$ cat src/rtl/gar_pkg.sv
`default_nettype none
// ----------------------------------------------------------------------------
// gar_pkg
// Shared types and constants of the line-numbered command handshake
// controller.
// ----------------------------------------------------------------------------
package gar_pkg;

  localparam int MaxAttemptsDefault = 8;
  localparam int AttemptW           = 4;
  localparam int LineW              = 31;
  localparam int QuietW             = 17;
  localparam int TimeoutW           = 16;
  localparam int CfgIdxW            = 4;
  localparam int CfgDataW           = 16;

  localparam logic [TimeoutW-1:0] TimeoutReset = 16'd5000;

  localparam logic [CfgIdxW-1:0] CFG_TIMEOUT  = 4'd0;
  localparam logic [CfgIdxW-1:0] CFG_OK_AFTER = 4'd1;

  localparam logic [7:0] CH_LO_O = 8'h6F;
  localparam logic [7:0] CH_LO_K = 8'h6B;
  localparam logic [7:0] CH_UP_R = 8'h52;
  localparam logic [7:0] CH_LO_E = 8'h65;
  localparam logic [7:0] CH_LO_S = 8'h73;
  localparam logic [7:0] CH_LO_N = 8'h6E;
  localparam logic [7:0] CH_LO_D = 8'h64;

  typedef enum logic [1:0] {
    OP_START  = 2'd0,
    OP_STATUS = 2'd1,
    OP_BYTE   = 2'd2,
    OP_TICK   = 2'd3
  } op_e;

  typedef enum logic [1:0] {
    ST_OK      = 2'd0,
    ST_ERROR   = 2'd1,
    ST_BUSY    = 2'd2,
    ST_TIMEOUT = 2'd3
  } status_e;

  typedef enum logic [3:0] {
    EV_SEND      = 4'd0,
    EV_RESET     = 4'd1,
    EV_SUCCESS   = 4'd2,
    EV_FAILED    = 4'd3,
    EV_GAVEUP    = 4'd4,
    EV_INVALID   = 4'd5,
    EV_TXERR     = 4'd6,
    EV_TXBUSY    = 4'd7,
    EV_TXTIMEOUT = 4'd8,
    EV_RXTIMEOUT = 4'd9
  } event_e;

  typedef struct packed {
    op_e         op;
    logic        machine_ok;
    logic        cmd_empty;
    status_e     status;
    logic [7:0]  rx_byte;
  } item_t;

  typedef struct packed {
    logic [TimeoutW-1:0] timeout;
    logic                ok_after_resend;
  } cfg_t;

  typedef struct packed {
    event_e             kind;
    logic [LineW-1:0]   line;
    logic               last;
  } res_t;

endpackage
`default_nettype wire

$ cat src/rtl/gar_if.sv
`default_nettype none
// ----------------------------------------------------------------------------
// gar_if
// Channel interfaces: input items, result items and configuration writes.
// ----------------------------------------------------------------------------
interface gar_in_if;
  logic       valid;
  logic       ready;
  logic [1:0] opcode;
  logic [7:0] target_machine;
  logic       command_empty;
  logic [1:0] uart_send_status;
  logic [7:0] rx_byte;

  modport source (output valid, opcode, target_machine, command_empty,
                  uart_send_status, rx_byte, input ready);
  modport sink (input valid, opcode, target_machine, command_empty,
                uart_send_status, rx_byte, output ready);
endinterface

interface gar_out_if;
  logic        valid;
  logic        ready;
  logic [3:0]  event_kind;
  logic [30:0] line_number;
  logic        last_of_run;

  modport source (output valid, event_kind, line_number, last_of_run, input ready);
  modport sink (input valid, event_kind, line_number, last_of_run, output ready);
endinterface

interface gar_cfg_if;
  logic        valid;
  logic        ready;
  logic [3:0]  index;
  logic [15:0] data;

  modport source (output valid, index, data, input ready);
  modport sink (input valid, index, data, output ready);
endinterface
`default_nettype wire

$ cat src/rtl/gar_front.sv
`default_nettype none
// ----------------------------------------------------------------------------
// gar_front
// Accepts input items and classifies them into compact queue entries.
// ----------------------------------------------------------------------------
module gar_front
  import gar_pkg::*;
(
  gar_in_if.sink in_i,
  input  wire    full_i,
  output logic   push_o,
  output item_t  item_o
);

  assign in_i.ready = !full_i;
  assign push_o     = in_i.valid && !full_i;

  always_comb begin
    item_o.op         = op_e'(in_i.opcode);
    item_o.machine_ok = (in_i.target_machine == 8'd1);
    item_o.cmd_empty  = in_i.command_empty;
    item_o.status     = status_e'(in_i.uart_send_status);
    item_o.rx_byte    = in_i.rx_byte;
  end

endmodule
`default_nettype wire

$ cat src/rtl/gar_queue.sv
`default_nettype none
// ----------------------------------------------------------------------------
// gar_queue
// Two-entry queue between the front and back parts.
// ----------------------------------------------------------------------------
module gar_queue
  import gar_pkg::*;
(
  input  wire   clk_i,
  input  wire   rst_ni,
  input  wire   push_i,
  input  item_t item_i,
  output logic  full_o,
  input  wire   pop_i,
  output logic  valid_o,
  output item_t item_o
);

  item_t      mem_q [2];
  logic       wr_q, wr_d;
  logic       rd_q, rd_d;
  logic [1:0] cnt_q, cnt_d;

  assign full_o  = (cnt_q == 2'd2);
  assign valid_o = (cnt_q != 2'd0);
  assign item_o  = mem_q[rd_q];

  always_comb begin
    wr_d  = push_i ? !wr_q : wr_q;
    rd_d  = pop_i ? !rd_q : rd_q;
    cnt_d = cnt_q + {1'b0, push_i} - {1'b0, pop_i};
  end

  always_ff @(posedge clk_i or negedge rst_ni) begin
    if (!rst_ni) begin
      wr_q  <= 1'b0;
      rd_q  <= 1'b0;
      cnt_q <= 2'd0;
    end else begin
      wr_q  <= wr_d;
      rd_q  <= rd_d;
      cnt_q <= cnt_d;
    end
  end

  always_ff @(posedge clk_i) begin
    if (push_i) begin
      mem_q[wr_q] <= item_i;
    end
  end

endmodule
`default_nettype wire

$ cat src/rtl/gar_back.sv
`default_nettype none
// ----------------------------------------------------------------------------
// gar_back
// Executes queued items: handshake control, reply matching, retry policy,
// and a two-result output buffer.
// ----------------------------------------------------------------------------
module gar_back
  import gar_pkg::*;
#(
  parameter int MAX_ATTEMPTS = MaxAttemptsDefault
) (
  input  wire    clk_i,
  input  wire    rst_ni,
  input  cfg_t   cfg_i,
  input  wire    q_valid_i,
  input  item_t  q_item_i,
  output logic   pop_o,
  gar_out_if.source out_o
);

  typedef enum logic [2:0] {
    PH_IDLE   = 3'b001,
    PH_STATUS = 3'b010,
    PH_REPLY  = 3'b100
  } phase_e;

  typedef enum logic [2:0] {
    RP_SEND   = 3'b001,
    RP_RESEND = 3'b010,
    RP_RESET  = 3'b100
  } retry_e;

  typedef enum logic [8:0] {
    M_OR = 9'b000000001,
    M_K1 = 9'b000000010,
    M_E1 = 9'b000000100,
    M_S  = 9'b000001000,
    M_E2 = 9'b000010000,
    M_N  = 9'b000100000,
    M_D  = 9'b001000000,
    M_O  = 9'b010000000,
    M_K2 = 9'b100000000
  } match_e;

  phase_e              phase_q, phase_d;
  retry_e              retry_q, retry_d;
  match_e              match_q, match_d;
  logic [AttemptW-1:0] att_q, att_d;
  logic [LineW-1:0]    line_q, line_d;
  logic [QuietW-1:0]   quiet_q, quiet_d;

  res_t                res_q [2];
  res_t                res_d [2];
  logic [1:0]          cnt_q, cnt_d;

  logic                take;
  logic                out_fire;
  logic [1:0]          n;
  event_e              k0, k1;
  logic [LineW-1:0]    l0, l1;
  logic                do_att;
  logic [AttemptW-1:0] att_base;
  logic                hit_ok, hit_resend;
  logic [QuietW-1:0]   quiet_inc;
  event_e              att_kind;
  logic [LineW-1:0]    att_line;

  assign out_fire = out_o.valid && out_o.ready;
  assign take     = q_valid_i && ((cnt_q == 2'd0) || ((cnt_q == 2'd1) && out_o.ready));
  assign pop_o    = take;

  assign out_o.valid       = (cnt_q != 2'd0);
  assign out_o.event_kind  = res_q[0].kind;
  assign out_o.line_number = res_q[0].line;
  assign out_o.last_of_run = res_q[0].last;

  always_comb begin
    phase_d    = phase_q;
    retry_d    = retry_q;
    match_d    = match_q;
    att_d      = att_q;
    line_d     = line_q;
    quiet_d    = quiet_q;
    n          = 2'd0;
    k0         = EV_SEND;
    k1         = EV_SEND;
    l0         = '0;
    l1         = '0;
    do_att     = 1'b0;
    att_base   = att_q;
    hit_ok     = 1'b0;
    hit_resend = 1'b0;
    att_kind   = EV_SEND;
    att_line   = '0;
    quiet_inc  = (quiet_q == {QuietW{1'b1}}) ? quiet_q : quiet_q + QuietW'(1);

    if (take) begin
      case (q_item_i.op)
        OP_START: begin
          if (phase_q == PH_IDLE) begin
            if (!q_item_i.machine_ok) begin
              k0 = EV_INVALID;
              n  = 2'd1;
            end else if (q_item_i.cmd_empty) begin
              k0 = EV_FAILED;
              n  = 2'd1;
            end else begin
              retry_d  = RP_SEND;
              att_base = '0;
              do_att   = 1'b1;
            end
          end
        end
        OP_STATUS: begin
          if (phase_q == PH_STATUS) begin
            case (q_item_i.status)
              ST_OK: begin
                phase_d = PH_REPLY;
                match_d = M_OR;
                quiet_d = '0;
              end
              ST_ERROR: k0 = EV_TXERR;
              ST_BUSY: k0 = EV_TXBUSY;
              ST_TIMEOUT: k0 = EV_TXTIMEOUT;
              default: k0 = EV_TXERR;
            endcase
            if (q_item_i.status != ST_OK) begin
              k1      = EV_FAILED;
              n       = 2'd2;
              phase_d = PH_IDLE;
            end
          end
        end
        OP_BYTE: begin
          if (phase_q == PH_REPLY) begin
            quiet_d = '0;
            case (match_q)
              M_OR: begin
                if (q_item_i.rx_byte == CH_LO_O) begin
                  match_d = M_K1;
                end else if (q_item_i.rx_byte == CH_UP_R) begin
                  match_d = M_E1;
                end
              end
              M_K1: begin
                match_d = M_OR;
                hit_ok  = (q_item_i.rx_byte == CH_LO_K);
              end
              M_E1: match_d = (q_item_i.rx_byte == CH_LO_E) ? M_S : M_OR;
              M_S: match_d = (q_item_i.rx_byte == CH_LO_S) ? M_E2 : M_OR;
              M_E2: match_d = (q_item_i.rx_byte == CH_LO_E) ? M_N : M_OR;
              M_N: match_d = (q_item_i.rx_byte == CH_LO_N) ? M_D : M_OR;
              M_D: begin
                if (q_item_i.rx_byte == CH_LO_D) begin
                  if (cfg_i.ok_after_resend) begin
                    match_d = M_O;
                  end else begin
                    hit_resend = 1'b1;
                  end
                end else begin
                  match_d = M_OR;
                end
              end
              M_O: begin
                if (q_item_i.rx_byte == CH_LO_O) begin
                  match_d = M_K2;
                end
              end
              M_K2: begin
                if (q_item_i.rx_byte == CH_LO_K) begin
                  hit_resend = 1'b1;
                end else begin
                  match_d = M_O;
                end
              end
              default: match_d = M_OR;
            endcase
            if (hit_ok) begin
              line_d = line_q + LineW'(1);
              if (retry_q == RP_RESET) begin
                retry_d = RP_SEND;
                do_att  = 1'b1;
              end else begin
                phase_d = PH_IDLE;
                k0      = EV_SUCCESS;
                n       = 2'd1;
              end
            end else if (hit_resend) begin
              retry_d = (retry_q == RP_SEND) ? RP_RESEND : RP_RESET;
              do_att  = 1'b1;
            end
          end
        end
        OP_TICK: begin
          if (phase_q == PH_REPLY) begin
            quiet_d = quiet_inc;
            if (quiet_inc > {1'b0, cfg_i.timeout}) begin
              k0      = EV_RXTIMEOUT;
              n       = 2'd1;
              retry_d = (retry_q == RP_SEND) ? RP_RESEND : RP_RESET;
              do_att  = 1'b1;
            end
          end
        end
        default: ;
      endcase

      if (do_att) begin
        if (att_base >= AttemptW'(MAX_ATTEMPTS)) begin
          phase_d  = PH_IDLE;
          att_kind = EV_GAVEUP;
        end else begin
          att_d   = att_base + AttemptW'(1);
          phase_d = PH_STATUS;
          if (retry_d == RP_RESET) begin
            line_d   = '0;
            att_kind = EV_RESET;
          end else begin
            att_kind = EV_SEND;
            att_line = line_d;
          end
        end
        if (n == 2'd0) begin
          k0 = att_kind;
          l0 = att_line;
        end else begin
          k1 = att_kind;
          l1 = att_line;
        end
        n = n + 2'd1;
      end
    end
  end

  always_comb begin
    res_d[0] = res_q[0];
    res_d[1] = res_q[1];
    cnt_d    = cnt_q;
    if (take) begin
      res_d[0].kind = k0;
      res_d[0].line = l0;
      res_d[0].last = (n == 2'd1);
      res_d[1].kind = k1;
      res_d[1].line = l1;
      res_d[1].last = 1'b1;
      cnt_d         = n;
    end else if (out_fire) begin
      res_d[0] = res_q[1];
      cnt_d    = cnt_q - 2'd1;
    end
  end

  always_ff @(posedge clk_i or negedge rst_ni) begin
    if (!rst_ni) begin
      phase_q <= PH_IDLE;
      retry_q <= RP_SEND;
      match_q <= M_OR;
      att_q   <= '0;
      line_q  <= '0;
      quiet_q <= '0;
      cnt_q   <= 2'd0;
    end else begin
      phase_q <= phase_d;
      retry_q <= retry_d;
      match_q <= match_d;
      att_q   <= att_d;
      line_q  <= line_d;
      quiet_q <= quiet_d;
      cnt_q   <= cnt_d;
    end
  end

  always_ff @(posedge clk_i) begin
    res_q[0] <= res_d[0];
    res_q[1] <= res_d[1];
  end

endmodule
`default_nettype wire

$ cat src/rtl/gcode_ack_resend_retry_controller.sv
`default_nettype none
// ----------------------------------------------------------------------------
// gcode_ack_resend_retry_controller
// Host side of a line-numbered command handshake with ok/Resend matching
// and a bounded send, resend, line-reset retry policy.
// ----------------------------------------------------------------------------
// The block takes one input item per cycle into a two-entry queue while the
// queue is not full; the back end executes one queued item per cycle while
// its output buffer is empty or holds one result that is being taken, and
// loads its zero, one or two result items into a two-slot output buffer,
// which drains one result item per cycle while the output is ready. After an
// item with two results, the next item waits. There is no clearing pass after reset.
module gcode_ack_resend_retry_controller
  import gar_pkg::*;
#(
  parameter int MAX_ATTEMPTS = MaxAttemptsDefault
) (
  input  wire          clk_i,
  input  wire          rst_ni,
  gar_in_if.sink       in_i,
  gar_out_if.source    out_o,
  gar_cfg_if.sink      cfg_i
);

  cfg_t  cfg_q;
  logic  full;
  logic  push;
  item_t front_item;
  logic  q_valid;
  item_t q_item;
  logic  pop;

  assign cfg_i.ready = 1'b1;

  always_ff @(posedge clk_i or negedge rst_ni) begin
    if (!rst_ni) begin
      cfg_q.timeout         <= TimeoutReset;
      cfg_q.ok_after_resend <= 1'b1;
    end else if (cfg_i.valid) begin
      if (cfg_i.index == CFG_TIMEOUT) begin
        cfg_q.timeout <= cfg_i.data[TimeoutW-1:0];
      end else if (cfg_i.index == CFG_OK_AFTER) begin
        cfg_q.ok_after_resend <= cfg_i.data[0];
      end
    end
  end

  gar_front u_front (
    .in_i   (in_i),
    .full_i (full),
    .push_o (push),
    .item_o (front_item)
  );

  gar_queue u_queue (
    .clk_i   (clk_i),
    .rst_ni  (rst_ni),
    .push_i  (push),
    .item_i  (front_item),
    .full_o  (full),
    .pop_i   (pop),
    .valid_o (q_valid),
    .item_o  (q_item)
  );

  gar_back #(
    .MAX_ATTEMPTS (MAX_ATTEMPTS)
  ) u_back (
    .clk_i     (clk_i),
    .rst_ni    (rst_ni),
    .cfg_i     (cfg_q),
    .q_valid_i (q_valid),
    .q_item_i  (q_item),
    .pop_o     (pop),
    .out_o     (out_o)
  );

endmodule
`default_nettype wire

$ cat src/flat_wrapper.sv
// flat-port wrapper written by rule: the top's interface ports become plain ports
module gcode_ack_resend_retry_controller_flat import gar_pkg::*;
#(
  parameter int MAX_ATTEMPTS = MaxAttemptsDefault
)
  (clk_i, rst_ni, in_i_valid, in_i_opcode, in_i_target_machine, in_i_command_empty, in_i_uart_send_status, in_i_rx_byte, in_i_ready, out_o_valid, out_o_event_kind, out_o_line_number, out_o_last_of_run, out_o_ready, cfg_i_valid, cfg_i_index, cfg_i_data, cfg_i_ready);
  gar_in_if in_i_i ();
  gar_out_if out_o_i ();
  gar_cfg_if cfg_i_i ();
  input  wire clk_i;
  input  wire rst_ni;
  input wire logic [$bits(in_i_i.valid)-1:0] in_i_valid;
  input wire logic [$bits(in_i_i.opcode)-1:0] in_i_opcode;
  input wire logic [$bits(in_i_i.target_machine)-1:0] in_i_target_machine;
  input wire logic [$bits(in_i_i.command_empty)-1:0] in_i_command_empty;
  input wire logic [$bits(in_i_i.uart_send_status)-1:0] in_i_uart_send_status;
  input wire logic [$bits(in_i_i.rx_byte)-1:0] in_i_rx_byte;
  output wire logic [$bits(in_i_i.ready)-1:0] in_i_ready;
  output wire logic [$bits(out_o_i.valid)-1:0] out_o_valid;
  output wire logic [$bits(out_o_i.event_kind)-1:0] out_o_event_kind;
  output wire logic [$bits(out_o_i.line_number)-1:0] out_o_line_number;
  output wire logic [$bits(out_o_i.last_of_run)-1:0] out_o_last_of_run;
  input wire logic [$bits(out_o_i.ready)-1:0] out_o_ready;
  input wire logic [$bits(cfg_i_i.valid)-1:0] cfg_i_valid;
  input wire logic [$bits(cfg_i_i.index)-1:0] cfg_i_index;
  input wire logic [$bits(cfg_i_i.data)-1:0] cfg_i_data;
  output wire logic [$bits(cfg_i_i.ready)-1:0] cfg_i_ready;
  assign in_i_i.valid = in_i_valid;
  assign in_i_i.opcode = in_i_opcode;
  assign in_i_i.target_machine = in_i_target_machine;
  assign in_i_i.command_empty = in_i_command_empty;
  assign in_i_i.uart_send_status = in_i_uart_send_status;
  assign in_i_i.rx_byte = in_i_rx_byte;
  assign in_i_ready = in_i_i.ready;
  assign out_o_valid = out_o_i.valid;
  assign out_o_event_kind = out_o_i.event_kind;
  assign out_o_line_number = out_o_i.line_number;
  assign out_o_last_of_run = out_o_i.last_of_run;
  assign out_o_i.ready = out_o_ready;
  assign cfg_i_i.valid = cfg_i_valid;
  assign cfg_i_i.index = cfg_i_index;
  assign cfg_i_i.data = cfg_i_data;
  assign cfg_i_ready = cfg_i_i.ready;
  gcode_ack_resend_retry_controller #(.MAX_ATTEMPTS(MAX_ATTEMPTS)) u_core (.clk_i(clk_i), .rst_ni(rst_ni), .in_i(in_i_i), .out_o(out_o_i), .cfg_i(cfg_i_i));
endmodule
$ cat config.mk
export PLATFORM = sky130hd
export DESIGN_NAME = gcode_ack_resend_retry_controller_flat
export DESIGN_NICKNAME = d
export VERILOG_FILES = /design/src/rtl/gar_pkg.sv /design/src/rtl/gar_if.sv /design/src/rtl/gar_front.sv /design/src/rtl/gar_queue.sv /design/src/rtl/gar_back.sv /design/src/rtl/gcode_ack_resend_retry_controller.sv /design/src/flat_wrapper.sv
export SDC_FILE = /design/constraint.sdc
export NUM_CORES = 1
export LEC_CHECK = 0
export ABC_AREA = 1
export BUFFER_PORTS_ARGS = -buffer_cell sky130_fd_sc_hd__buf_2
export CORE_UTILIZATION = 65
export DETAILED_ROUTE_END_ITERATION = 12
export PLACE_DENSITY = 0.94
export REMOVE_ABC_BUFFERS = 1
export SLEW_MARGIN = 15
export SYNTH_ARGS = -nofsm -noshare
export SYNTH_HDL_FRONTEND = slang
export SYNTH_HIERARCHICAL = 1
export SYNTH_SLANG_ARGS = --single-unit
$ cat constraint.sdc
create_clock -name clk_i -period 6.11 [get_ports clk_i]
set_clock_uncertainty 0.15 [all_clocks]
set_input_delay 1.222 -clock clk_i [delete_from_list [all_inputs] [get_ports clk_i]]
set_output_delay 1.222 -clock clk_i [all_outputs]
set_load 0.02 [all_outputs]
======== Word-level counts from Yosys, hierarchy flattened ========
Memories as Yosys holds them, arrays and structs flattened.
Cells that the tools add are included.
storage, ports and cells
  bits of input ports ..................... 46
  register bits after elaboration ......... 90
  RAM bits ................................ 100
  memories ................................ 2
cells by class
  $add $sub $neg .......................... 7
  reductions and logical operators ........ 26
  magnitude comparators ................... 2
  equality and inequality tests ........... 47
  muxes and demuxes ....................... 121
  bitwise logic cells ..................... 2
memory list
  memory                depth  bits a word  read ports  clocked after memory_dff  write ports  RTL line         text
  u_core.u_back.res_q   2      36           2           0                         2            gar_back.sv:52   res_t res_q [2];
  u_core.u_queue.mem_q  2      14           1           0                         1            gar_queue.sv:19  item_t mem_q [2];
operators with widths
  operator                                                               number
  31-bit 2-to-1 mux                                                      11
  36-bit 2-to-1 mux                                                      3
  17-bit 2-to-1 mux                                                      5
  9-bit 2-to-1 mux                                                       9
  9-bit one-hot mux with 8 select lines                                  1
  3-bit 2-to-1 mux                                                       21
  8-bit by 7-bit equality test with 1-bit output, second input constant  7
  4-bit 2-to-1 mux                                                       13
  17-bit one-hot mux with 3 select lines                                 1
  31-bit by 1-bit adder with 31-bit output, second input constant        1
  1-bit 2-to-1 mux                                                       31
  2-bit 2-to-1 mux                                                       15
  3-bit != test, second input constant                                   6
  9-bit one-hot mux with 2 select lines                                  1
  17-bit by 1-bit adder with 17-bit output, second input constant        1
  17-bit equality test, second input constant                            1
  17-bit by 16-bit greater-than comparator with 1-bit output             1
  4-bit one-hot mux with 4 select lines                                  1
  4-bit one-hot mux with 3 select lines                                  1
  2-bit equality test, second input constant                             5
  2-bit nonzero test                                                     5
  3-bit equality test, second input constant                             3
  9-bit by 1-bit equality test with 1-bit output, second input constant  1
  9-bit by 2-bit equality test with 1-bit output, second input constant  1
  42 further kinds                                                       60

======== Longest topological paths before layout ========
An unclocked memory read counts as a cell.
  depth in word-level cells ............... 18
  depth in mapped cells ................... 31

======== Modules after synthesis ========
Netlist, hierarchy kept.
by module, submodules not included
  module                             cells each  instances  area an instance (um^2)  sequential area each (um^2)
  gar_back                           1220        1          9201.3                   3832.4
  gar_queue                          98          1          1262.5                   940.9
  gcode_ack_resend_retry_controller  81          1          775.7                    432.9
  gar_front                          24          1          138.9                    0.0

======== Least setup slack after synthesis ========
No wires, ideal clock.
  path kind ............................... input port to flip-flop
  from .................................... input port out_o_ready
  to ...................................... register u_core.u_queue.cnt_q[1]
  buffers on the path ..................... 2
  slack ................................... 2136 ps
  data arrival time ....................... 3707 ps
  required time ........................... 5844 ps
  setup time .............................. 116 ps
  cell stages on the path ................. 11
  cells stage by stage .................... nand3_1 and2_1 clkbuf_1 inv_1 clkbuf_1 ha_1 inv_1 ha_1 inv_1 nand2_1 nand2_1
on the way
  longest elaborated chain between the ends .. 4
RTL lines
  item                                         RTL line                                 text
  from (decl)                                  flat_wrapper.sv:23                       input wire logic [$bits(out_o_i.ready)-1:0] out_o_ready;
  1-bit logical AND                            gar_back.sv:69                           assign take = q_valid_i && ((cnt_q == 2'd0) || ((cnt_q == 2'd1) && out_o.ready));
  1-bit logical OR                             gar_back.sv:69
  1-bit logical AND                            gar_back.sv:69
  named net u_core.pop                         gcode_ack_resend_retry_controller.sv:31  logic pop;
  2-bit by 1-bit subtractor with 2-bit output  gar_queue.sv:31                          cnt_d = cnt_q + {1'b0, push_i} - {1'b0, pop_i};
  named net u_core.u_queue.cnt_d[1]            gar_queue.sv:22                          logic [1:0] cnt_q, cnt_d;
  to (signal assigned)                         gar_queue.sv:42                          cnt_q <= cnt_d;
  to (decl)                                    gar_queue.sv:22
The timed path passes the listed nets, and every way through them passes these cells.
A chain may end at the register's enable or synchronous reset.

==> impl_metrics.tcl <==
set metrics [dict create \
    comb_power_share_pct 38.8 \
    port_buffers 83 \
    setup_tns_ns 0 \
    drt_wl_total_mm 24.89 \
    rows 48 \
    maxCapViolCount 0 \
    via_per_inst 5.614 \
    clock_path_buffers 2 \
    yosysSeqAreaShare_pct 45.76 \
    insertion_delay_ns 0.43 \
    grt_pass1_vias 8966 \
    wl_per_cell_um 14.86 \
    finalNetCount 1516 \
    cts.repair.resized 0 \
    crit_path_start_kind "register" \
    async_flop_share_pct 47.87 \
    endpoint_kind "register" \
    ys.flop_type "edfxtp_1" \
    yosys-top-cells-area "edfxtp_1, dfrtp_1, nand2_1" \
    seq_power_share_pct 38.7 \
    layout-drive-gt1-share_pct 13.03 \
    crit_fanout 17 \
    synth_edf_count 98 \
    crit_type "register to register" \
    fmax_ghz 0.1983 \
    min_period_over_period_pct 82.54 \
    final_hold_viol_count 0 \
    overflow 0 \
    die_h_um 134.3 \
    dpl.cell_count 1643 \
    clkSinkCount 188 \
    yosysTopAreaCell "edfxtp_1" \
    p_switching_mw 2.149 \
    intPower_mw 3.038 \
    final.min_clock_period_ns 5.043 \
    io_pins 85 \
    first_iter_violations 1247 \
    fp.dieW_um 134.3 \
    synth_top_area_share_pct 25.86 \
    core_region_area_um2 17180 \
    hold_path.class "register to register" \
    yosysMostFrequentCell "nand2_1" \
    area_growth_pct 6.356 \
    die_area_um2 18040 \
    peakVddDrop_mv 0.4141 \
    clkSlewWorstSetupHoldPaths_ns 0.07 \
    vias 9403 \
    post_cts_buffers 0 \
    netlist_area_um2 11380 \
    ant_nets 0 \
    p_clk_share_pct 22.5 \
    grt_pass1_wl_mm 41.55 \
    tightest_slew_ns 1.122 \
    cp.required_ns 6.15 \
    grt_max_degree 101 \
    h-tree-depth 4 \
    synth-seq-cells 188 \
    firstDrtPassIters 8 \
    postSynthAreaPerCell_um2 7.996 \
    p_per_area_nw_per_um2 428.6 \
    grtUsageTotal_pct 29.05 \
    outcome "completed" \
    drc_errors 0 \
    drv_slew 0 \
    gp_congestion 0.9559 \
    cts_tree "built" \
    crit_arrival_ns 5.08 \
    hold_buffers 0 \
    place_hpwl_mm 16.75 \
    p_leak_nw 5.661 \
    rsz0062_at_grt "no" \
    start_util_pct 66.24 \
    yosysWarnings 6 \
    fin_cells 1675 \
    diodes 0 \
    relSlewSlack_pct 24.92 \
    switching_share_pct 41.43 \
    synth_common_cells "nand2_1, inv_1, nor2_1, edfxtp_1, nand3_1" \
    cts-root-buf "clkbuf_16" \
    syn-instance-count 1423 \
    antenna_found_initial 0 \
    setup-violations-final 0 \
    cts_buffers 17 \
    synth_cell_types 55 \
]
==> area by class of cell <==
class                      instances  area [µm²]
timing repair buffer              89       462.9
clock buffer                      20       446.7
inverter                         186       698.2
multi-input combinational        955        4831
fill                            1271        5075
clock inverter                    12       175.2
sequential                       188        5206
tap                              225       281.5
==> final timing paths <==
check / from / end / slack (ns) / depth (start not counted)
max in group asynchronous: rst_ni / u_core/u_back/line_q[16]$_DFFE_PN0P_ / 4.10 / 2
min reg2reg: u_core/cfg_q[0]$_DFFE_PN1P_ / u_core/cfg_q[0]$_DFFE_PN1P_ / 0.32 / 2
min in group asynchronous: rst_ni / u_core/cfg_q[7]$_DFFE_PN0P_ / 0.59 / 1
max reg2reg: u_core/u_back/quiet_q[0]$_DFFE_PN0P_ / u_core/u_back/res_q[0][62]$_SDFFCE_PP0P_ / 1.07 / 26
min: u_core/cfg_q[0]$_DFFE_PN1P_ / u_core/cfg_q[0]$_DFFE_PN1P_ / 0.32 / 2
max: u_core/u_back/quiet_q[0]$_DFFE_PN0P_ / u_core/u_back/res_q[0][62]$_SDFFCE_PP0P_ / 1.07 / 26
==> flip-flops by register name (all words and copies together), names as in the netlist, 2 cells and up <==
register	count
u_core/cfg_q	17
u_core/u_back/phase_q	3
u_core/u_back/retry_q	3
u_core/u_queue/mem_q	28
u_core/u_queue/cnt_q	2
u_core/u_back/res_q	70
u_core/u_back/att_q	4
u_core/u_back/match_q	9
u_core/u_back/quiet_q	17
u_core/u_back/cnt_q	2
u_core/u_back/line_q	31
==> per-stage QoR <==
| stage | utilization [%] | setup WS (ns) | area, µm² | total power, mW | hold WS, ns |
|---|---|---|---|---|---|
| after floorplan | - | 0.5681 | 10730 | 3.407 | 0.2919 |
| after global placement | 66.83 | 1.460 | 11480 | 3.888 | 0.3041 |
| after detailed placement | 66.83 | 1.259 | 11480 | 3.989 | 0.3056 |
| after CTS | 70.45 | 1.190 | 12100 | 5.172 | 0.3178 |
| after global routing | 70.45 | 0.7302 | 12100 | 5.513 | 0.3336 |
| final | 70.45 | 1.067 | 12100 | 5.186 | 0.3155 |
==> kinds of logic after synthesis <==
kind of cell / synth area share, %
and+or+nand+nor: 30.13
buffers and inverters: 11.82
DFF: 45.76
AOI/OAI and AO/OA: 5.245
xor gates and xnor gates: 3.387
adders and majority gates: 3.629
other: 0.03296
==> critical path: stages (launching register included) <==
cell	delay, ns
dfrtp_1	0.42
ha_1	0.28
nand2_1	0.11
nor2_1	0.05
nand2_1	0.15
inv_1	0.09
nand2_2	0.15
nand4_1	0.14
nor2_1	0.18
nand3_1	0.13
nor2_1	0.14
nand2_1	0.08
xor2_1	0.17
ha_1	0.28
nand2_1	0.08
nor2_1	0.18
nand3_1	0.14
nor3_2	0.24
nor2_4	0.06
nand3_2	0.13
nand3_1	0.10
nand2_1	0.11
ha_1	0.20
inv_1	0.12
nand2_1	0.48
buf_4	0.34
nor2_1	0.08
==> layer usage <==
metal,track usage (%),part of all wire (%),wire length [µm]
met3,5.026,6.6,1651
met2,49.25,49,12120
met5,0,0,0
met1,36.82,42,10330
met4,12.23,3.1,775
==> power groups by stage <==
stage / registers (mW) / clock network (mW) / logic [mW]
6_report: 2.01 / 1.17 / 2.01
5_1_grt: 2.04 / 1.23 / 2.24
4_1_cts: 2.00 / 1.18 / 1.99
3_5_place_dp: 2.02 / 0 / 1.97
3_3_place_gp: 2.00 / 0 / 1.89
2_1_floorplan: 2.16 / 0 / 1.25
==> cell usage in the layout (no fill, tap or decap), drive strengths merged <==
master	Yosys	final
nand2	441	441
clkinvlp	0	1
buf	74	89
conb	1	1
ha	33	33
o311a	1	1
xnor2	8	8
o21bai	1	1
nand3	92	92
clkinv	1	3
o221ai	1	1
o2111ai	1	1
nor4	5	5
inv	185	191
nor3	30	30
and2	6	6
nor2	156	156
xor2	36	36
a31oi	1	1
or2	2	2
nand4	36	36
o21a	1	1
a31o	1	1
o211ai	2	2
a311oi	1	1
o21ai	60	60
bufinv	0	3
clkbuf	20	20
nor3b	2	2
a22o	3	3
a21o	1	1
dfstp	9	9
dfrtp	81	81
a21oi	28	28
o22ai	3	3
edfxtp	98	98
nand3b	1	1
a21boi	1	1
(Power assumes the default switching activity.)
